<file path="src/rtl/core/omni_three_wheel_kinematics_macros.svh">
// ----------------------------------------------------------------------------
// Assertion macros for the omni three-wheel kinematics block
// Concurrent checks clocked on a rising edge and held off while reset is low.
// Synthesis builds see empty bodies.
// ----------------------------------------------------------------------------
`ifndef OMNI_THREE_WHEEL_KINEMATICS_MACROS_SVH
`define OMNI_THREE_WHEEL_KINEMATICS_MACROS_SVH

`ifndef SYNTHESIS

// Same-cycle implication: when ante holds, cons holds at that edge.
`define OTWK_ASSERT_IMPL(label, clk, rst_n, ante, cons) \
    label: assert property (@(posedge clk) disable iff (!rst_n) (ante) |-> (cons)) \
        else $error("otwk: same-cycle check failed");

// Next-cycle implication: when ante holds, cons holds at the following edge.
`define OTWK_ASSERT_NEXT(label, clk, rst_n, ante, cons) \
    label: assert property (@(posedge clk) disable iff (!rst_n) (ante) |=> (cons)) \
        else $error("otwk: next-cycle check failed");

`else

`define OTWK_ASSERT_IMPL(label, clk, rst_n, ante, cons)
`define OTWK_ASSERT_NEXT(label, clk, rst_n, ante, cons)

`endif

`endif

</file>
<file path="src/rtl/core/otwk_pkg.sv">
// ----------------------------------------------------------------------------
// otwk_pkg
// Shared widths, angle constants, queue item type and the cosine table.
// ----------------------------------------------------------------------------
package otwk_pkg;

    localparam int CoefFracBits = 16;
    localparam int DataW        = 16;
    localparam int CoefW        = CoefFracBits + 1;
    localparam int AngleW       = 9;
    localparam int RemW         = AngleW + 1;
    localparam int QuadW        = 7;
    localparam int QuotW        = 8;
    localparam int ProdW        = 2 * DataW;
    localparam int RecipShift   = 24;

    // floor(2^24 / 360); underestimates the quotient by at most one
    localparam logic [DataW-1:0] RecipMul = DataW'((1 << RecipShift) / 360);

    localparam logic [AngleW-1:0] Angle90   = AngleW'(90);
    localparam logic [AngleW-1:0] Angle180  = AngleW'(180);
    localparam logic [AngleW-1:0] Angle270  = AngleW'(270);
    localparam logic [AngleW-1:0] AngleFull = AngleW'(360);

    // wheel mounting offsets: a sees cos(h+180), b cos(h+60), c cos(h+300)
    localparam logic [AngleW-1:0] OffsetA = AngleW'(180);
    localparam logic [AngleW-1:0] OffsetB = AngleW'(60);
    localparam logic [AngleW-1:0] OffsetC = AngleW'(300);

    localparam int NumWheels  = 3;
    localparam int QueueDepth = 4;
    localparam int QueuePtrW  = $clog2(QueueDepth);
    localparam int QueueCntW  = $clog2(QueueDepth + 1);

    typedef struct packed {
        logic [QuadW-1:0] k;
        logic             neg;
    } t_wheel_cmd;

    typedef struct packed {
        t_wheel_cmd       a;
        t_wheel_cmd       b;
        t_wheel_cmd       c;
        logic [DataW-1:0] speed;
    } t_queue_item;

    // round(65536 * cos(k degrees)), k = 0..90
    function automatic logic [CoefW-1:0] coef_mag(input logic [QuadW-1:0] k);
        logic [CoefW-1:0] v;
        unique case (k)
            7'd0:  v = 17'd65536;
            7'd1:  v = 17'd65526;
            7'd2:  v = 17'd65496;
            7'd3:  v = 17'd65446;
            7'd4:  v = 17'd65376;
            7'd5:  v = 17'd65287;
            7'd6:  v = 17'd65177;
            7'd7:  v = 17'd65048;
            7'd8:  v = 17'd64898;
            7'd9:  v = 17'd64729;
            7'd10: v = 17'd64540;
            7'd11: v = 17'd64332;
            7'd12: v = 17'd64104;
            7'd13: v = 17'd63856;
            7'd14: v = 17'd63589;
            7'd15: v = 17'd63303;
            7'd16: v = 17'd62997;
            7'd17: v = 17'd62672;
            7'd18: v = 17'd62328;
            7'd19: v = 17'd61966;
            7'd20: v = 17'd61584;
            7'd21: v = 17'd61183;
            7'd22: v = 17'd60764;
            7'd23: v = 17'd60326;
            7'd24: v = 17'd59870;
            7'd25: v = 17'd59396;
            7'd26: v = 17'd58903;
            7'd27: v = 17'd58393;
            7'd28: v = 17'd57865;
            7'd29: v = 17'd57319;
            7'd30: v = 17'd56756;
            7'd31: v = 17'd56175;
            7'd32: v = 17'd55578;
            7'd33: v = 17'd54963;
            7'd34: v = 17'd54332;
            7'd35: v = 17'd53684;
            7'd36: v = 17'd53020;
            7'd37: v = 17'd52339;
            7'd38: v = 17'd51643;
            7'd39: v = 17'd50931;
            7'd40: v = 17'd50203;
            7'd41: v = 17'd49461;
            7'd42: v = 17'd48703;
            7'd43: v = 17'd47930;
            7'd44: v = 17'd47143;
            7'd45: v = 17'd46341;
            7'd46: v = 17'd45525;
            7'd47: v = 17'd44695;
            7'd48: v = 17'd43852;
            7'd49: v = 17'd42995;
            7'd50: v = 17'd42126;
            7'd51: v = 17'd41243;
            7'd52: v = 17'd40348;
            7'd53: v = 17'd39441;
            7'd54: v = 17'd38521;
            7'd55: v = 17'd37590;
            7'd56: v = 17'd36647;
            7'd57: v = 17'd35693;
            7'd58: v = 17'd34729;
            7'd59: v = 17'd33754;
            7'd60: v = 17'd32768;
            7'd61: v = 17'd31772;
            7'd62: v = 17'd30767;
            7'd63: v = 17'd29753;
            7'd64: v = 17'd28729;
            7'd65: v = 17'd27697;
            7'd66: v = 17'd26656;
            7'd67: v = 17'd25607;
            7'd68: v = 17'd24550;
            7'd69: v = 17'd23486;
            7'd70: v = 17'd22415;
            7'd71: v = 17'd21336;
            7'd72: v = 17'd20252;
            7'd73: v = 17'd19161;
            7'd74: v = 17'd18064;
            7'd75: v = 17'd16962;
            7'd76: v = 17'd15855;
            7'd77: v = 17'd14742;
            7'd78: v = 17'd13626;
            7'd79: v = 17'd12505;
            7'd80: v = 17'd11380;
            7'd81: v = 17'd10252;
            7'd82: v = 17'd9121;
            7'd83: v = 17'd7987;
            7'd84: v = 17'd6850;
            7'd85: v = 17'd5712;
            7'd86: v = 17'd4572;
            7'd87: v = 17'd3430;
            7'd88: v = 17'd2287;
            7'd89: v = 17'd1144;
            default: v = '0;
        endcase
        return v;
    endfunction

endpackage

</file>
<file path="src/rtl/core/otwk_queue.sv">
`include "omni_three_wheel_kinematics_macros.svh"
// ----------------------------------------------------------------------------
// otwk_queue
// Short first-in first-out queue between the front and back parts.
// ----------------------------------------------------------------------------
module otwk_queue (
    input  logic                   i_clk,
    input  logic                   i_rst_n,
    input  logic                   i_wr_valid,
    output logic                   o_wr_ready,
    input  otwk_pkg::t_queue_item  i_wr_item,
    output logic                   o_rd_valid,
    input  logic                   i_rd_ready,
    output otwk_pkg::t_queue_item  o_rd_item
);

    localparam logic [otwk_pkg::QueueCntW-1:0] Full =
        otwk_pkg::QueueCntW'(otwk_pkg::QueueDepth);
    localparam logic [otwk_pkg::QueuePtrW-1:0] LastPtr =
        otwk_pkg::QueuePtrW'(otwk_pkg::QueueDepth - 1);

    otwk_pkg::t_queue_item              r_mem [otwk_pkg::QueueDepth];
    logic [otwk_pkg::QueuePtrW-1:0]     r_wr_ptr;
    logic [otwk_pkg::QueuePtrW-1:0]     r_rd_ptr;
    logic [otwk_pkg::QueueCntW-1:0]     r_count;
    logic [otwk_pkg::QueuePtrW-1:0]     n_wr_ptr;
    logic [otwk_pkg::QueuePtrW-1:0]     n_rd_ptr;
    logic [otwk_pkg::QueueCntW-1:0]     n_count;
    logic                               w_push;
    logic                               w_pop;

    assign o_wr_ready = (r_count != Full);
    assign o_rd_valid = (r_count != '0);
    assign o_rd_item  = r_mem[r_rd_ptr];
    assign w_push     = i_wr_valid && o_wr_ready;
    assign w_pop      = o_rd_valid && i_rd_ready;

    always_comb begin
        n_wr_ptr = r_wr_ptr;
        n_rd_ptr = r_rd_ptr;
        n_count  = r_count;
        if (w_push) begin
            n_wr_ptr = (r_wr_ptr == LastPtr) ? '0 : r_wr_ptr + 1'b1;
        end
        if (w_pop) begin
            n_rd_ptr = (r_rd_ptr == LastPtr) ? '0 : r_rd_ptr + 1'b1;
        end
        if (w_push && !w_pop) begin
            n_count = r_count + 1'b1;
        end else if (w_pop && !w_push) begin
            n_count = r_count - 1'b1;
        end
    end

    always_ff @(posedge i_clk) begin
        if (!i_rst_n) begin
            r_wr_ptr <= '0;
            r_rd_ptr <= '0;
            r_count  <= '0;
        end else begin
            r_wr_ptr <= n_wr_ptr;
            r_rd_ptr <= n_rd_ptr;
            r_count  <= n_count;
        end
    end

    always_ff @(posedge i_clk) begin
        if (w_push) begin
            r_mem[r_wr_ptr] <= i_wr_item;
        end
    end

    `OTWK_ASSERT_IMPL(a_count_bound, i_clk, i_rst_n, 1'b1, r_count <= Full)
    `OTWK_ASSERT_NEXT(a_pop_drains, i_clk, i_rst_n, w_pop && !w_push, r_count == $past(r_count) - 1'b1)

endmodule

</file>
<file path="config.mk">
export PLATFORM = sky130hd
export DESIGN_NAME = otwk_queue
export DESIGN_NICKNAME = d
export VERILOG_FILES = /design/src/rtl/core/otwk_pkg.sv /design/src/rtl/core/otwk_queue.sv
export VERILOG_INCLUDE_DIRS = /design/src /design/src/rtl/core
export SDC_FILE = /design/constraint.sdc
export NUM_CORES = 1
export LEC_CHECK = 0
export BUFFER_PORTS_ARGS = -buffer_cell sky130_fd_sc_hd__buf_2
export CORE_MARGIN = 10
export CORE_UTILIZATION = 57
export CTS_BUF_LIST = sky130_fd_sc_hd__clkbuf_8 sky130_fd_sc_hd__clkbuf_16
export CTS_CLUSTER_DIAMETER = 40
export CTS_CLUSTER_SIZE = 12
export DETAILED_ROUTE_END_ITERATION = 7
export PLACE_DENSITY = 0.79
export SYNTH_ARGS = -nofsm -noshare
export SYNTH_HDL_FRONTEND = slang
export SYNTH_SLANG_ARGS = --single-unit
</file>
<file path="constraint.sdc">
create_clock -name i_clk -period 2.8 [get_ports i_clk]
set_clock_uncertainty 0.15 [all_clocks]
set_input_delay 0 -clock i_clk [delete_from_list [all_inputs] [get_ports i_clk]]
set_output_delay 0 -clock i_clk [all_outputs]
set_load 0.02 [all_outputs]
</file>
; ---- Word level (Yosys, flattened, before mapping)
; Memories as Yosys holds them, arrays and structs flattened. A register that Yosys moved wholly into a read port is not among the register bits.
; Cells that the tools add are included.
[op_classes]
add_sub_neg = 4
eq_ne = 3
n_mux = 8
n_reduce_logical = 8
[ops]
columns = cell, n
row1 = 2-bit 2-to-1 mux, 4
row2 = 3-bit 2-to-1 mux, 2
row3 = 2-bit by 1-bit adder with 2-bit output (second input constant), 2
row4 = 2-bit == test (second input constant), 2
row5 = 1-bit logical AND, 4
row6 = 3-bit by 1-bit adder with 3-bit output (second input constant), 1
row7 = 3-bit != test (second input constant), 1
row8 = 3-bit nonzero test, 1
row9 = 3-bit by 1-bit subtractor with 3-bit output (second input constant), 1
row10 = 1-bit logical NOT, 2
row11 = 1-bit 2-to-1 mux, 2
row12 = 2-bit nonzero test, 1
[totals]
register_bits = 7
mem_bits_rw = 160
in_bits = 44
mem_count = 1
[mem_list]
columns = memory, depth, word_bits, rd, rd_ports_with_merged_regs, wr, line
row1 = r_mem, 4, 40, 1, 1, 1, otwk_queue.sv:22  ; otwk_pkg::t_queue_item r_mem [otwk_pkg::QueueDepth];

; ---- Longest topological paths before layout
[depth]
ltp_word = 6
mapped_depth = 9

; ---- Least setup slack after synthesis
; No wires, ideal clock.
[synth_timing]
kind = register to register
start = reg r_count[0] (netlist bit)
end = reg r_count[2] (netlist bit)
setup_time_ns = 0.076
arrival_ns = 2.128
t_required_ns = 2.574
setup_slack_ns = 0.446
stages_incl_launch_ff = 8
n_path_buf = 0
synth_period_minus_slack_ns = 2.354
path_cell_list = dfxtp_1 -> o31ai_1 -> ha_1 -> inv_1 -> fa_1 -> xor2_1 -> or3_2 -> a21boi_0
[synth_via]
elab_chain_cells = 5
elab_cells_between_ends = 13
cone_classes = add/sub (2) / eq/ne (1) / mux (2) / reduce/logical (8)
[synth_lines]
columns = item, line
row1 = "start, declared", otwk_queue.sv:25  ; logic [otwk_pkg::QueueCntW-1:0] r_count;
row2 = "start signal, assigned", otwk_queue.sv:63  ; r_count <= n_count;
row3 = branches (longest 5 deep; another with 3-bit by 1-bit subtractor with 3-bit output), -
; Several ways; the timed one is not identified. The select of a mux whose other input is x is not followed.
; A chain may end at the register's enable or synchronous reset.

; ---- Worst setup path after layout
[layout_timing]
start = reg r_count[2] (netlist bit)
end = reg r_count[1] (netlist bit)
[layout_via]
elab_cells_between_ends = 10
cone_classes = eq/ne (1) / mux (1) / reduce/logical (8)
[layout_rtl]
columns = item, line
row1 = 3-bit != test, otwk_queue.sv:32  ; assign o_wr_ready = (r_count != Full);
row2 = 1-bit logical AND, otwk_queue.sv:35  ; assign w_push = i_wr_valid && o_wr_ready;
row3 = via w_push, otwk_queue.sv:29  ; logic w_push;
row4 = 1-bit logical AND, otwk_queue.sv:48  ; if (w_push && !w_pop) begin
row5 = 3-bit 2-to-1 mux, otwk_queue.sv:48
row6 = via n_count (one bit), otwk_queue.sv:28  ; logic [otwk_pkg::QueueCntW-1:0] n_count;
; The timed path passes the listed nets, and every way through them passes these cells.

==> flow_metrics.py <==
metrics = {
    "sta": {
        "slew_headroom_pct": 26.8,
        "worst_pin_slew_ns": 1.10,
        "max_freq_mhz": 372,
        "fin_crit_ns": 2.69,
        "slew_viol_final": 0,
        "hold_viol_final": 0,
        "setup_viol": 0,
        "hold-worst-slack_ns": 0.0881,
        "min_period_over_period_pct": 95.9,
        "final.setup.tns_ns": 0,
        "rsz0062_at_grt": "no",
    },
    "cells_and_area": {
        "area_growth_pct": 26.1,
        "nets": 455,
        "finish.instance_area_mm2": 0.00788,
        "drive_gt1_share_pct": 40.3,
        "num_antenna_cells": 0,
    },
    "grt": {
        "grt_max_degree": 41,
        "antenna_found_initial": 0,
        "grt_pass1_vias": 3330,
        "grtUsageTotal_pct": 15.1,
        "grt_pass1_wl_mm": 18.2,
        "grt.overflow.total": 0,
    },
    "critical_path": {
        "crit_path_start_kind": "flop",
        "endpoint_kind": "flop",
        "endpoint": "r_count[1]",
        "reg2reg_to": "r_count[1]",
        "reg2reg_depth": 8,
        "crit_cells": 8,
        "path_buf_inv": 2,
        "worstPathRequired_ns": 3.05,
        "cp.arrival_ns": 2.94,
        "critPathKind": "reg -> reg",
        "critPathTopFamily": "simple AND/OR/NAND/NOR gates",
        "cp_max_fo": 5,
        "startpoint": "r_count[2]",
        "crit_slowest_cell": "dlygate4sd3_1",
        "crit_chain": "or3b_4 -> and2_4 -> ha_1 -> inv_1 -> fa_1 -> mux2i_1 -> nor2b_1 -> dlygate4sd3_1",
        "max_stage_delay_ns": 0.55,
        "r2r-start": "r_count[2]",
        "r2r_slack_ns": 0.11,
    },
    "placement": {
        "io_buffers": 85,
        "gp_congestion": 0.692,
        "dp.final_hpwl_mm": 6.70,
        "place_area_mm2": 0.00683,
    },
    "yosys": {
        "ys_warn_count": 0,
        "yosys-top-cells-count": "edfxtp_1, mux4_2, dfxtp_1",
        "post_synth_num_cell_types": 27,
        "async_flop_share_pct": 0,
        "yosysMostFrequentCell": "edfxtp_1",
        "yosysTopAreaCell": "edfxtp_1",
        "ys_seq_area_share_pct": 79.8,
        "synth_area_mm2": 0.00625,
        "synth_top_area_share_pct": 76.9,
        "synth.area.top_cells": "edfxtp_1, mux4_2, dfxtp_1",
        "synthesis.nets": 311,
        "synth-edff-count": 160,
        "postSynthAreaPerCell_um2": 24.0,
        "ys.flop_type": "edfxtp_1",
        "ys_ff_latch": 169,
        "syn_inst": 260,
    },
    "route": {
        "first_pass_iters": 4,
        "via_count": 3051,
        "wl_per_cell_um": 20.6,
        "totalWireLength_mm": 11.5,
        "ant_nets": 0,
        "dr.first_iter.drc_count": 217,
        "vias_per_cell": 5.48,
        "post-route-drc-count": 0,
    },
    "power": {
        "peakVddDrop_v": 0.000578,
        "internal_power_mw": 5.19,
        "leakage_nw": 2.73,
        "switchingPower_mw": 1.94,
        "power_density_mw_per_mm2": 905,
        "comb_power_share_pct": 23.5,
        "power_switching_share_pct": 27.2,
        "p_seq_share_pct": 45.5,
        "pwr-share-clk_pct": 31.0,
    },
    "clock_tree": {
        "cts_tree": "yes",
        "clockBufferDepth": 2,
        "cts_root_buf": "clkbuf_8",
        "htreeDepth": 4,
        "numCtsBuffers": 17,
        "cts_num_sinks": 169,
        "insertion_delay_ns": 0.51,
        "clk_pin_slew_worst_paths_ns": 0.06,
    },
    "die": {
        "initial_core_util_pct": 57.9,
        "die-height_um": 125,
        "row_count": 38,
        "io_pins": 86,
        "die-area_mm2": 0.0155,
        "die_w_um": 125,
        "core_mm2": 0.0108,
    },
    "outcome": {
        "status": "completed",
    },
    "flow_run": {
        "max-cap-violations": 0,
    },
    "worst_hold_path": {
        "hp-class": "in -> reg",
    },
}
[metal layers]
| metal | vias to the layer above | track usage (%) | share of wire [%] |
|---|---|---|---|
| met4 | 0 | 5.48 | 1.3 |
| met3 | 14 | 5.45 | 6.5 |
| met1 | 1567 | 18.4 | 41 |
| met2 | 89 | 24.2 | 51 |
| li1 | 1381 | - | - |
| met5 | - | 0 | 0 |
[worst reg2reg max path, cell delays in order (launching register included)]
cell	delay [ns]
dfxtp_2	0.37
or3b_4	0.41
and2_4	0.18
ha_1	0.22
inv_1	0.08
fa_1	0.41
mux2i_1	0.14
nor2b_1	0.06
dlygate4sd3_1	0.55
[state kept, by name, indices dropped and copies added (netlist names), named ones only]
register,flops
r_mem,160
r_count,3
r_rd_ptr,2
r_wr_ptr,2
[cells in the final DEF, fill, tap and decap left out, types with 2 or more instances in the layout]
cell | Yosys | final
buf_4 | 4 | 4
clkinv_4 | 0 | 4
edfxtp_1 | 160 | 160
mux2i_1 | 2 | 2
clkbuf_16 | 0 | 16
or3_2 | 2 | 2
dlygate4sd3_1 | 0 | 46
nand2_1 | 5 | 5
inv_1 | 3 | 4
o21ai_0 | 3 | 3
ha_1 | 6 | 6
clkinv_1 | 0 | 5
and3_2 | 4 | 4
dfxtp_2 | 0 | 3
bufinv_16 | 0 | 3
nor2_1 | 2 | 2
mux4_2 | 40 | 40
nand3_1 | 2 | 2
buf_2 | 0 | 85
dfxtp_1 | 9 | 5
[cells by family after synthesis]
family                   Yosys count  synth area share [%]
AND/OR/NAND/NOR                   20                  1.88
AO/OA/AOI/OAI                      6                 0.561
multiplexers                      42                  14.7
buffers and inverters             14                  1.20
flip-flops                       169                  79.8
XOR/XNOR                           2                 0.280
adder cells (fa/ha/maj)            7                  1.52
[worst min-delay path by stage]
stage / start / slack (ns) / endpoint / depth (start not counted)
4_1_cts: i_wr_item[8] / 0.06 / r_mem[3][8] / 2
2_1_floorplan: i_wr_item[0] / -0.05 / r_mem[0][0] / 0
3_3_place_gp: i_wr_item[10] / 0.06 / r_mem[0][10] / 1
3_5_place_dp: i_wr_item[5] / 0.07 / r_mem[1][5] / 1
6_report: i_wr_item[24] / 0.09 / r_mem[1][24] / 2
5_1_grt: i_wr_item[35] / 0.06 / r_mem[1][35] / 2
[timing repair]
action                     4_1_cts  5_1_grt
setup buffers                    0        1
hold buffers                    46        0
hold endpoints to repair       169        0
setup endpoints to repair        0        1
gates resized for setup          0        3
[stage by stage]
| step | setup slack (ns) | util (%) | power [mW] | std cells |
|---|---|---|---|---|
| finish | 0.114 | 73.0 | 7.13 | 557 |
| global route | 0.0218 | 73.0 | 7.44 | 557 |
| CTS | 0.0281 | 72.9 | 7.19 | 556 |
| detailed placement | 0.324 | 63.3 | 4.91 | 478 |
| global placement | 0.471 | 63.3 | 4.87 | 478 |
| floorplan | 0.446 | - | 4.38 | 260 |
[final cells by class]
type                    instances  area [µm²]
flip-flops and latches        169        4990
fillers                       642        2920
multi-input cells              77        1190
repair buffers                136         936
clock buffers                  17         414
well taps                     140         175
clock inverters                15         160
inverters                       3        11.3
[power by group through the flow]
stage / registers (mW) / logic [mW] / clock network [mW]
2_1_floorplan: 3.18 / 1.19 / 0
3_3_place_gp: 3.28 / 1.59 / 0
3_5_place_dp: 3.30 / 1.61 / 0
4_1_cts: 3.25 / 1.69 / 2.25
5_1_grt: 3.28 / 1.81 / 2.35
6_report: 3.25 / 1.67 / 2.21
Power figures use the tool's default switching activity.
