### src/rtl/core/omni_three_wheel_kinematics_macros.svh
// ----------------------------------------------------------------------------
// Assertion macros for the omni three-wheel kinematics block
// Concurrent checks clocked on a rising edge and held off while reset is low.
// Synthesis builds see empty bodies.
// ----------------------------------------------------------------------------
`ifndef OMNI_THREE_WHEEL_KINEMATICS_MACROS_SVH
`define OMNI_THREE_WHEEL_KINEMATICS_MACROS_SVH

`ifndef SYNTHESIS

// Same-cycle implication: when ante holds, cons holds at that edge.
`define OTWK_ASSERT_IMPL(label, clk, rst_n, ante, cons) \
    label: assert property (@(posedge clk) disable iff (!rst_n) (ante) |-> (cons)) \
        else $error("otwk: same-cycle check failed");

// Next-cycle implication: when ante holds, cons holds at the following edge.
`define OTWK_ASSERT_NEXT(label, clk, rst_n, ante, cons) \
    label: assert property (@(posedge clk) disable iff (!rst_n) (ante) |=> (cons)) \
        else $error("otwk: next-cycle check failed");

`else

`define OTWK_ASSERT_IMPL(label, clk, rst_n, ante, cons)
`define OTWK_ASSERT_NEXT(label, clk, rst_n, ante, cons)

`endif

`endif

### src/rtl/core/otwk_pkg.sv
// ----------------------------------------------------------------------------
// otwk_pkg
// Shared widths, angle constants, queue item type and the cosine table.
// ----------------------------------------------------------------------------
package otwk_pkg;

    localparam int CoefFracBits = 16;
    localparam int DataW        = 16;
    localparam int CoefW        = CoefFracBits + 1;
    localparam int AngleW       = 9;
    localparam int RemW         = AngleW + 1;
    localparam int QuadW        = 7;
    localparam int QuotW        = 8;
    localparam int ProdW        = 2 * DataW;
    localparam int RecipShift   = 24;

    // floor(2^24 / 360); underestimates the quotient by at most one
    localparam logic [DataW-1:0] RecipMul = DataW'((1 << RecipShift) / 360);

    localparam logic [AngleW-1:0] Angle90   = AngleW'(90);
    localparam logic [AngleW-1:0] Angle180  = AngleW'(180);
    localparam logic [AngleW-1:0] Angle270  = AngleW'(270);
    localparam logic [AngleW-1:0] AngleFull = AngleW'(360);

    // wheel mounting offsets: a sees cos(h+180), b cos(h+60), c cos(h+300)
    localparam logic [AngleW-1:0] OffsetA = AngleW'(180);
    localparam logic [AngleW-1:0] OffsetB = AngleW'(60);
    localparam logic [AngleW-1:0] OffsetC = AngleW'(300);

    localparam int NumWheels  = 3;
    localparam int QueueDepth = 4;
    localparam int QueuePtrW  = $clog2(QueueDepth);
    localparam int QueueCntW  = $clog2(QueueDepth + 1);

    typedef struct packed {
        logic [QuadW-1:0] k;
        logic             neg;
    } t_wheel_cmd;

    typedef struct packed {
        t_wheel_cmd       a;
        t_wheel_cmd       b;
        t_wheel_cmd       c;
        logic [DataW-1:0] speed;
    } t_queue_item;

    // round(65536 * cos(k degrees)), k = 0..90
    function automatic logic [CoefW-1:0] coef_mag(input logic [QuadW-1:0] k);
        logic [CoefW-1:0] v;
        unique case (k)
            7'd0:  v = 17'd65536;
            7'd1:  v = 17'd65526;
            7'd2:  v = 17'd65496;
            7'd3:  v = 17'd65446;
            7'd4:  v = 17'd65376;
            7'd5:  v = 17'd65287;
            7'd6:  v = 17'd65177;
            7'd7:  v = 17'd65048;
            7'd8:  v = 17'd64898;
            7'd9:  v = 17'd64729;
            7'd10: v = 17'd64540;
            7'd11: v = 17'd64332;
            7'd12: v = 17'd64104;
            7'd13: v = 17'd63856;
            7'd14: v = 17'd63589;
            7'd15: v = 17'd63303;
            7'd16: v = 17'd62997;
            7'd17: v = 17'd62672;
            7'd18: v = 17'd62328;
            7'd19: v = 17'd61966;
            7'd20: v = 17'd61584;
            7'd21: v = 17'd61183;
            7'd22: v = 17'd60764;
            7'd23: v = 17'd60326;
            7'd24: v = 17'd59870;
            7'd25: v = 17'd59396;
            7'd26: v = 17'd58903;
            7'd27: v = 17'd58393;
            7'd28: v = 17'd57865;
            7'd29: v = 17'd57319;
            7'd30: v = 17'd56756;
            7'd31: v = 17'd56175;
            7'd32: v = 17'd55578;
            7'd33: v = 17'd54963;
            7'd34: v = 17'd54332;
            7'd35: v = 17'd53684;
            7'd36: v = 17'd53020;
            7'd37: v = 17'd52339;
            7'd38: v = 17'd51643;
            7'd39: v = 17'd50931;
            7'd40: v = 17'd50203;
            7'd41: v = 17'd49461;
            7'd42: v = 17'd48703;
            7'd43: v = 17'd47930;
            7'd44: v = 17'd47143;
            7'd45: v = 17'd46341;
            7'd46: v = 17'd45525;
            7'd47: v = 17'd44695;
            7'd48: v = 17'd43852;
            7'd49: v = 17'd42995;
            7'd50: v = 17'd42126;
            7'd51: v = 17'd41243;
            7'd52: v = 17'd40348;
            7'd53: v = 17'd39441;
            7'd54: v = 17'd38521;
            7'd55: v = 17'd37590;
            7'd56: v = 17'd36647;
            7'd57: v = 17'd35693;
            7'd58: v = 17'd34729;
            7'd59: v = 17'd33754;
            7'd60: v = 17'd32768;
            7'd61: v = 17'd31772;
            7'd62: v = 17'd30767;
            7'd63: v = 17'd29753;
            7'd64: v = 17'd28729;
            7'd65: v = 17'd27697;
            7'd66: v = 17'd26656;
            7'd67: v = 17'd25607;
            7'd68: v = 17'd24550;
            7'd69: v = 17'd23486;
            7'd70: v = 17'd22415;
            7'd71: v = 17'd21336;
            7'd72: v = 17'd20252;
            7'd73: v = 17'd19161;
            7'd74: v = 17'd18064;
            7'd75: v = 17'd16962;
            7'd76: v = 17'd15855;
            7'd77: v = 17'd14742;
            7'd78: v = 17'd13626;
            7'd79: v = 17'd12505;
            7'd80: v = 17'd11380;
            7'd81: v = 17'd10252;
            7'd82: v = 17'd9121;
            7'd83: v = 17'd7987;
            7'd84: v = 17'd6850;
            7'd85: v = 17'd5712;
            7'd86: v = 17'd4572;
            7'd87: v = 17'd3430;
            7'd88: v = 17'd2287;
            7'd89: v = 17'd1144;
            default: v = '0;
        endcase
        return v;
    endfunction

endpackage

### src/rtl/core/otwk_front.sv
`include "omni_three_wheel_kinematics_macros.svh"
// ----------------------------------------------------------------------------
// otwk_front
// Reduce the heading modulo 360 and fold each wheel angle into a quadrant.
// ----------------------------------------------------------------------------
module otwk_front (
    input  logic                   i_clk,
    input  logic                   i_rst_n,
    input  logic                   i_in_valid,
    output logic                   o_in_ready,
    input  logic [15:0]            i_heading_deg,
    input  logic [15:0]            i_drive_speed,
    output logic                   o_push_valid,
    input  logic                   i_push_ready,
    output otwk_pkg::t_queue_item  o_push_item
);

    function automatic otwk_pkg::t_wheel_cmd classify(
        input logic [otwk_pkg::AngleW-1:0] rem,
        input logic [otwk_pkg::AngleW-1:0] ofs
    );
        logic [otwk_pkg::AngleW:0]   sum;
        logic [otwk_pkg::AngleW-1:0] d;
        otwk_pkg::t_wheel_cmd        cmd;
        sum = {1'b0, rem} + {1'b0, ofs};
        if (sum >= {1'b0, otwk_pkg::AngleFull}) begin
            d = otwk_pkg::AngleW'(sum - {1'b0, otwk_pkg::AngleFull});
        end else begin
            d = sum[otwk_pkg::AngleW-1:0];
        end
        priority if (d <= otwk_pkg::Angle90) begin
            cmd.k   = otwk_pkg::QuadW'(d);
            cmd.neg = 1'b0;
        end else if (d <= otwk_pkg::Angle180) begin
            cmd.k   = otwk_pkg::QuadW'(otwk_pkg::Angle180 - d);
            cmd.neg = 1'b1;
        end else if (d <= otwk_pkg::Angle270) begin
            cmd.k   = otwk_pkg::QuadW'(d - otwk_pkg::Angle180);
            cmd.neg = 1'b1;
        end else begin
            cmd.k   = otwk_pkg::QuadW'(otwk_pkg::AngleFull - d);
            cmd.neg = 1'b0;
        end
        return cmd;
    endfunction

    logic                            r_f1_valid;
    logic [otwk_pkg::DataW-1:0]      r_f1_head;
    logic [otwk_pkg::DataW-1:0]      r_f1_speed;
    logic [otwk_pkg::QuotW-1:0]      r_f1_quot;
    logic                            r_f2_valid;
    logic [otwk_pkg::AngleW-1:0]     r_f2_rem;
    logic [otwk_pkg::DataW-1:0]      r_f2_speed;

    logic [otwk_pkg::ProdW-1:0]      n_f1_prod;
    logic [otwk_pkg::QuotW-1:0]      n_f1_quot;
    logic [otwk_pkg::DataW-1:0]      n_quot_scaled;
    logic [otwk_pkg::DataW-1:0]      n_diff;
    logic [otwk_pkg::RemW-1:0]       n_diff_lo;
    logic [otwk_pkg::AngleW-1:0]     n_f2_rem;
    logic                            w_f1_adv;
    logic                            w_f2_adv;

    assign w_f2_adv   = !r_f2_valid || i_push_ready;
    assign w_f1_adv   = !r_f1_valid || w_f2_adv;
    assign o_in_ready = w_f1_adv;

    // Quotient estimate by reciprocal; may be one short.
    assign n_f1_prod = {{(otwk_pkg::ProdW - otwk_pkg::DataW){1'b0}}, i_heading_deg}
                     * {{(otwk_pkg::ProdW - otwk_pkg::DataW){1'b0}}, otwk_pkg::RecipMul};
    assign n_f1_quot = n_f1_prod[otwk_pkg::RecipShift +: otwk_pkg::QuotW];

    // Remainder lands below 720; one subtract finishes it.
    assign n_quot_scaled = {{(otwk_pkg::DataW - otwk_pkg::QuotW){1'b0}}, r_f1_quot}
                         * {{(otwk_pkg::DataW - otwk_pkg::AngleW){1'b0}}, otwk_pkg::AngleFull};
    assign n_diff    = r_f1_head - n_quot_scaled;
    assign n_diff_lo = n_diff[otwk_pkg::RemW-1:0];

    always_comb begin
        if (n_diff_lo >= {1'b0, otwk_pkg::AngleFull}) begin
            n_f2_rem = otwk_pkg::AngleW'(n_diff_lo - {1'b0, otwk_pkg::AngleFull});
        end else begin
            n_f2_rem = n_diff_lo[otwk_pkg::AngleW-1:0];
        end
    end

    always_ff @(posedge i_clk) begin
        if (!i_rst_n) begin
            r_f1_valid <= 1'b0;
            r_f2_valid <= 1'b0;
        end else begin
            if (w_f1_adv) begin
                r_f1_valid <= i_in_valid;
            end
            if (w_f2_adv) begin
                r_f2_valid <= r_f1_valid;
            end
        end
    end

    always_ff @(posedge i_clk) begin
        if (w_f1_adv && i_in_valid) begin
            r_f1_head  <= i_heading_deg;
            r_f1_speed <= i_drive_speed;
            r_f1_quot  <= n_f1_quot;
        end
        if (w_f2_adv && r_f1_valid) begin
            r_f2_rem   <= n_f2_rem;
            r_f2_speed <= r_f1_speed;
        end
    end

    assign o_push_valid      = r_f2_valid;
    assign o_push_item.a     = classify(r_f2_rem, otwk_pkg::OffsetA);
    assign o_push_item.b     = classify(r_f2_rem, otwk_pkg::OffsetB);
    assign o_push_item.c     = classify(r_f2_rem, otwk_pkg::OffsetC);
    assign o_push_item.speed = r_f2_speed;

    `OTWK_ASSERT_IMPL(a_rem_range, i_clk, i_rst_n, r_f2_valid, r_f2_rem < otwk_pkg::AngleFull)

endmodule

### config.mk
export PLATFORM = sky130hd
export DESIGN_NAME = otwk_front
export DESIGN_NICKNAME = d
export VERILOG_FILES = /design/src/rtl/core/otwk_pkg.sv /design/src/rtl/core/otwk_front.sv
export VERILOG_INCLUDE_DIRS = /design/src /design/src/rtl/core
export SDC_FILE = /design/constraint.sdc
export NUM_CORES = 1
export LEC_CHECK = 0
export ABC_AREA = 1
export BUFFER_PORTS_ARGS = -buffer_cell sky130_fd_sc_hd__buf_2
export CAP_MARGIN = 20
export CORE_MARGIN = 2
export CORE_UTILIZATION = 39
export CTS_CLUSTER_SIZE = 12
export DETAILED_ROUTE_END_ITERATION = 10
export PLACE_DENSITY = 0.65
export SYNTH_ARGS = -nofsm -noshare
export SYNTH_HDL_FRONTEND = slang
export SYNTH_SLANG_ARGS = --single-unit
export TNS_END_PERCENT = 1
### constraint.sdc
create_clock -name i_clk -period 6.4 [get_ports i_clk]
set_input_delay 1.6 -clock i_clk [delete_from_list [all_inputs] [get_ports i_clk]]
set_output_delay 1.6 -clock i_clk [all_outputs]
set_load 0.02 [all_outputs]
## Word level (Yosys, flattened, before mapping)

Index checks and enable logic that the tools add are counted.

- Flip-flop bits (word level): 61
- Output and inout port bits: 42
- Input bits: 36

- $lt $le $gt $ge: 13
- Reduce and logical (&&, ||, !) cells: 6
- Add/sub/neg operators: 17
- Multiply operators: 2
- Mux-type cells: 13

Operators by type and width:

| kind | number |
|---|---|
| $mux 8 | 9 |
| $ge 10x9->1 const B | 4 |
| $mux 9 | 4 |
| $sub 9x9->9 const B | 4 |
| $mul 16x16->32 const B | 1 |
| $le 9x7->1 const B | 3 |
| $le 9x8->1 const B | 3 |
| $le 9x9->1 const B | 3 |
| $sub 6x7->7 const A | 3 |
| $sub 7x6->7 const B | 3 |
| $sub 7x7->7 const A | 3 |
| $add 9x6->10 const B | 1 |
| $add 9x8->10 const B | 1 |
| $add 9x9->10 const B | 1 |
| $sub 10x10->10 | 1 |
| $mul 8x6->7 const B | 1 |
| $logic_and 1x1->1 | 2 |
| $logic_not 1->1 | 2 |
| $logic_or 1x1->1 | 2 |

## Logic depth before layout (Yosys ltp)

- Depth in word-level cells: 7
- Gate-level depth with buffers: 25
- Gate-level depth less buffers: 25

## Worst setup path before layout

No wires, ideal clock.

- Path type: input port to flip-flop
- Start point: input i_heading_deg[6]
- End point: register r_f1_quot[5] (netlist name), data pin
- Stages on the path: 19
- Data required time: 6140 ps
- Arrival time: 5860 ps
- Path slack: 280 ps
- Cell sequence: ha_1 -> fa_1 -> inv_1 -> fa_1 -> fa_1 -> inv_1 -> fa_1 -> inv_1 -> fa_1 -> inv_1 -> ha_1 -> nand2_1 -> inv_1 -> a21boi_0 -> o21ai_0 -> a31oi_1 -> nor3_1 -> nor2_1 -> xor2_1

- Word-level cells in the longest chain between the ends: 1

Ends and longest elaborated chain:

| what | RTL line | RTL |
|---|---|---|
| from (decl) | otwk_front.sv:11 | `input logic [15:0] i_heading_deg,` |
| $mul 16x16->32 | otwk_front.sv:70 | `* {{(otwk_pkg::ProdW - otwk_pkg::DataW){1'b0}}, otwk_pkg::RecipMul};` |
| via n_f1_prod, one bit | otwk_front.sv:55 | `logic [otwk_pkg::ProdW-1:0] n_f1_prod;` |
| to (signal assigned) | otwk_front.sv:105 | `r_f1_quot <= n_f1_quot;` |
| to (decl) | otwk_front.sv:50 | `logic [otwk_pkg::QuotW-1:0] r_f1_quot;` |

The timed path passes the listed nets, and every way through them passes these cells.
A chain may end at the register's enable or synchronous reset.

## Final worst setup path

- Start point: input i_heading_deg[6]
- End point: register r_f1_quot[1] (netlist name), data pin

Same word-level chain as after synthesis.

==> summary.md <==
| Metric | Value |
|---|---|
| DIE AREA | approximately 25000 µm² |
| Final weighted congestion of routability-driven global placement | 0.909 |
| Layout overhead on the synthesized area | 13.0% |
| Post-Route Utilization | 45.1% |
| Clk_lat worst skew | 330 ps |
| Largest stage delay on the critical path | 540 ps |
| EDFF count, synth | 58 |
| Max Fclk | approximately 160 MHz |
| Total clock buffers created by CTS | 9 |
| Count of port buffers added during placement | 77 |
| H-tree depth | 3 |
| Async set or reset register ratio after synthesis | 0% |
| Sort of element at the start of the critical path | input pin |
| # setup viols final | 0 |
| Clock root cell | sky130_fd_sc_hd__clkbuf_16 |
| Total congestion overflow after global routing | 0 |
| Number of placement rows | 56 |
| Crit Path Max Fanout | 3 |
| Slew of the pin with the lowest slew margin | around 700 ps |
| Clock-pin slew reported for the worst setup and hold paths after clock tree synthesis | 60 ps |
| Most common flop cell mapped by yosys | sky130_fd_sc_hd__edfxtp_1 |
| Clock tree from TritonCTS | built |
| Avg Cell Area, Syn | 7.91 µm² |
| Kind of end point of the critical path | flip-flop |
| Net count, final | 1543 |
| Detailed-route vias per instance | 4.78 |
| Post-layout minimum cycle time | 6100 ps |
| Number of antenna violations at the first check in global routing | 0 |
| Number of primary I/O pins | a little under 80 |
| Total DRC errors in the routed layout | 0 |
| Most common cell on crit path | sky130_fd_sc_hd__fa_1 |
| Highest-delay cell along the critical path | sky130_fd_sc_hd__fa_1 |
| Critical path, cell by cell | buf_2 -> ha_1 -> fa_1 -> inv_1 -> fa_1 -> fa_1 -> inv_1 -> fa_1 -> inv_1 -> fa_1 -> inv_1 -> ha_1 -> a21oi_1 -> a21boi_1 -> o21ai_0 -> a31oi_1 -> nor2_1 -> nor2_1 -> xnor2_1 |
| Floorplan die height | 159 µm |
| Sum of negative setup slack | 0 ps |
| Launch point of the worst reg-to-reg path | r_f1_quot[2] |
| Final hold violation count | 0 |
| Largest net degree at the start of global routing | 34 |
| Number of diodes added for antenna fixing | 0 |
| Number of buffers on the longest clock path | 2 |
| Vias in the first global route | 7572 |
| Max-slew violation count | 0 |
| Count of nets left with antenna violations after detail routing | 0 |
| Final period util | 95.3% |
| Synthesized netlist net count | 1439 |
| Arrival @ worst endpoint | 6170 ps |
| Post-CTS Setup Bufs | 0 |
| Cell class contributing the biggest share of worst-path delay | adder cells |
| Number of detailed-routing iterations run before antenna repair | 7 |
| Core area | 23500 µm² |
| Max-cap check violation count | 0 |
| Gate count of the mapped netlist | 1188 |
| Cell variety after synth | 46 |
| Global-route wire length before repair | 36400 µm |
| RSZ-0062 raised after global routing | no |
| Outcome | finished, final reports clean |
| Req. time, crit path | 6470 ps |
| Worst Clk Skew | slightly above 5 ps |
| Final wirelength | about 22000 µm |
| Warnings, synthesis | 0 |
| Worst setup path category | input pin to flip-flop |
| Post-placement worst setup slack | -103 ps |
| Initial core utilization | 39.9% |
| Share of post-route cells with drive strength above 1 | between 10 and 15% |
| Post-DP HPWL | 18400 µm |
| Die W | 159 µm |
| Worst min-delay path class | flip-flop to flip-flop |
| Least setup slack across all paths after layout | 304 ps |
| Worst slew slack as a fraction of its limit | a little over half |
| CTS sink count | 60 |
| Share of the yosys chip area belonging to registers | 19.0% |
| Number of vias after detailed routing | 7731 |
| Worst Setup SP | i_heading_deg[6] |
| GRT Overall Usage | between 10% and 20% |
| Number of DRC markers in iteration 0 | between 300 and 400 |
| Per-cell routed wire length | approximately 13 µm |
| Count of buffer and inverter cells on the critical path | 5 |
| Post-Synthesis Cell Area | around 9400 µm² |
| Hold Path Origin | r_f1_speed[14] |
| #FFs+latches synth | 60 |
synth_stat cells (all sizes together) (3+ instances only):
cell type  number  area share (%)
nand2         311              14
inv           249             9.9
ha            144              19
nand3          96             5.7
fa             71              15
a21oi          67             3.9
nor2           64             3.2
edfxtp         58              19
xor2           36             3.4
o21ai          28             1.7
xnor2          14             1.3
nand4           7            0.47
buf             6            0.43
nand3b          5            0.40
nor3            5            0.32
a21o            4            0.32
a21boi          3            0.24
o21bai          3            0.24
worst paths after layout:
check / to / slack (ps) / depth (start not counted)
worst min-delay path: r_f2_speed[14] / 410 / 0
worst max-delay path: r_f1_quot[1] / 300 / 19
worst max register to register: r_f2_rem[7] / 2590 / 17
worst min register to register: r_f2_speed[14] / 410 / 0
through the flow:
| stage | area [µm²] | std cells | hold WS (ps) |
|---|---|---|---|
| 4_1_cts | 10600 | 1616 | 415 |
| 3_5_place_dp | 10300 | 1600 | 405 |
| 6_report | 10600 | 1616 | 410 |
| 2_1_floorplan | 9400 | 1188 | 400 |
| 5_1_grt | 10600 | 1616 | 425 |
| 3_3_place_gp | 10300 | 1600 | 400 |
sequential cells by signal, indices dropped and copies added (netlist names):
| signal | count |
|---|---|
| r_f2_speed | 16 |
| r_f1_quot | 7 |
| r_f1_valid | 1 |
| r_f1_speed | 16 |
| r_f2_rem | 9 |
| r_f1_head | 10 |
| o_push_valid | 1 |
worst register-to-register path: cells and delay by family (launching register included):
kind,cells,cell delay [ps]
AOI/OAI and AO/OA,1,110
xor gates and xnor gates,2,280
adders and majority gates,6,2100
buffers and inverters,6,350
DFF,1,400
and+or+nand+nor,2,300
routing by layer:
metal	part of all wire (%)	vias up	wire length, µm	global-route usage [%]
li1	-	3984	-	-
met1	44	3603	9570	21.4
met2	52	124	11400	32.7
met3	2.5	20	547	1.35
met4	1.4	0	302	3.84
met5	0	-	0	0
layout by cell type, fill, tap and decap left out, types with 30 or more instances in the layout:
cell type / count
sky130_fd_sc_hd__nor2_1: 53
sky130_fd_sc_hd__fa_1: 71
sky130_fd_sc_hd__nand2_1: 271
sky130_fd_sc_hd__nand3_1: 90
sky130_fd_sc_hd__a21oi_1: 61
sky130_fd_sc_hd__inv_1: 237
sky130_fd_sc_hd__ha_1: 144
sky130_fd_sc_hd__xor2_1: 36
sky130_fd_sc_hd__buf_2: 77
sky130_fd_sc_hd__edfxtp_1: 58
sky130_fd_sc_hd__nand2_2: 30
repair_timing:
item                                    in CTS  in global routing
resized for setup                            0                  1
hold buffers                                 0                  0
endpoints found under the setup margin       0                  2
area by class of cell:
| cell class | instances | area (µm²) |
|---|---|---|
| fill | 2362 | 12900 |
| multi-input combinational | 871 | 6640 |
| sequential | 60 | 1780 |
| inverter | 250 | 938 |
| timing repair buffer | 100 | 558 |
| tap | 319 | 399 |
| clock buffer | 9 | 225 |
| clock inverter | 7 | 75.1 |
kinds of logic after synthesis:
kind of cell	count (synthesis)	share of synthesized area, %
adder cells (fa/ha/maj)	215	34.3
flip-flops	60	19.0
buffers and inverters	257	10.5
AND/OR/NAND/NOR	489	24.2
AO/OA/AOI/OAI	117	7.47
XOR/XNOR	50	4.66
Power is left out: the tool's default activity adds up to more than one toggle a clock period on the data nets, which glitch-free logic cannot reach.
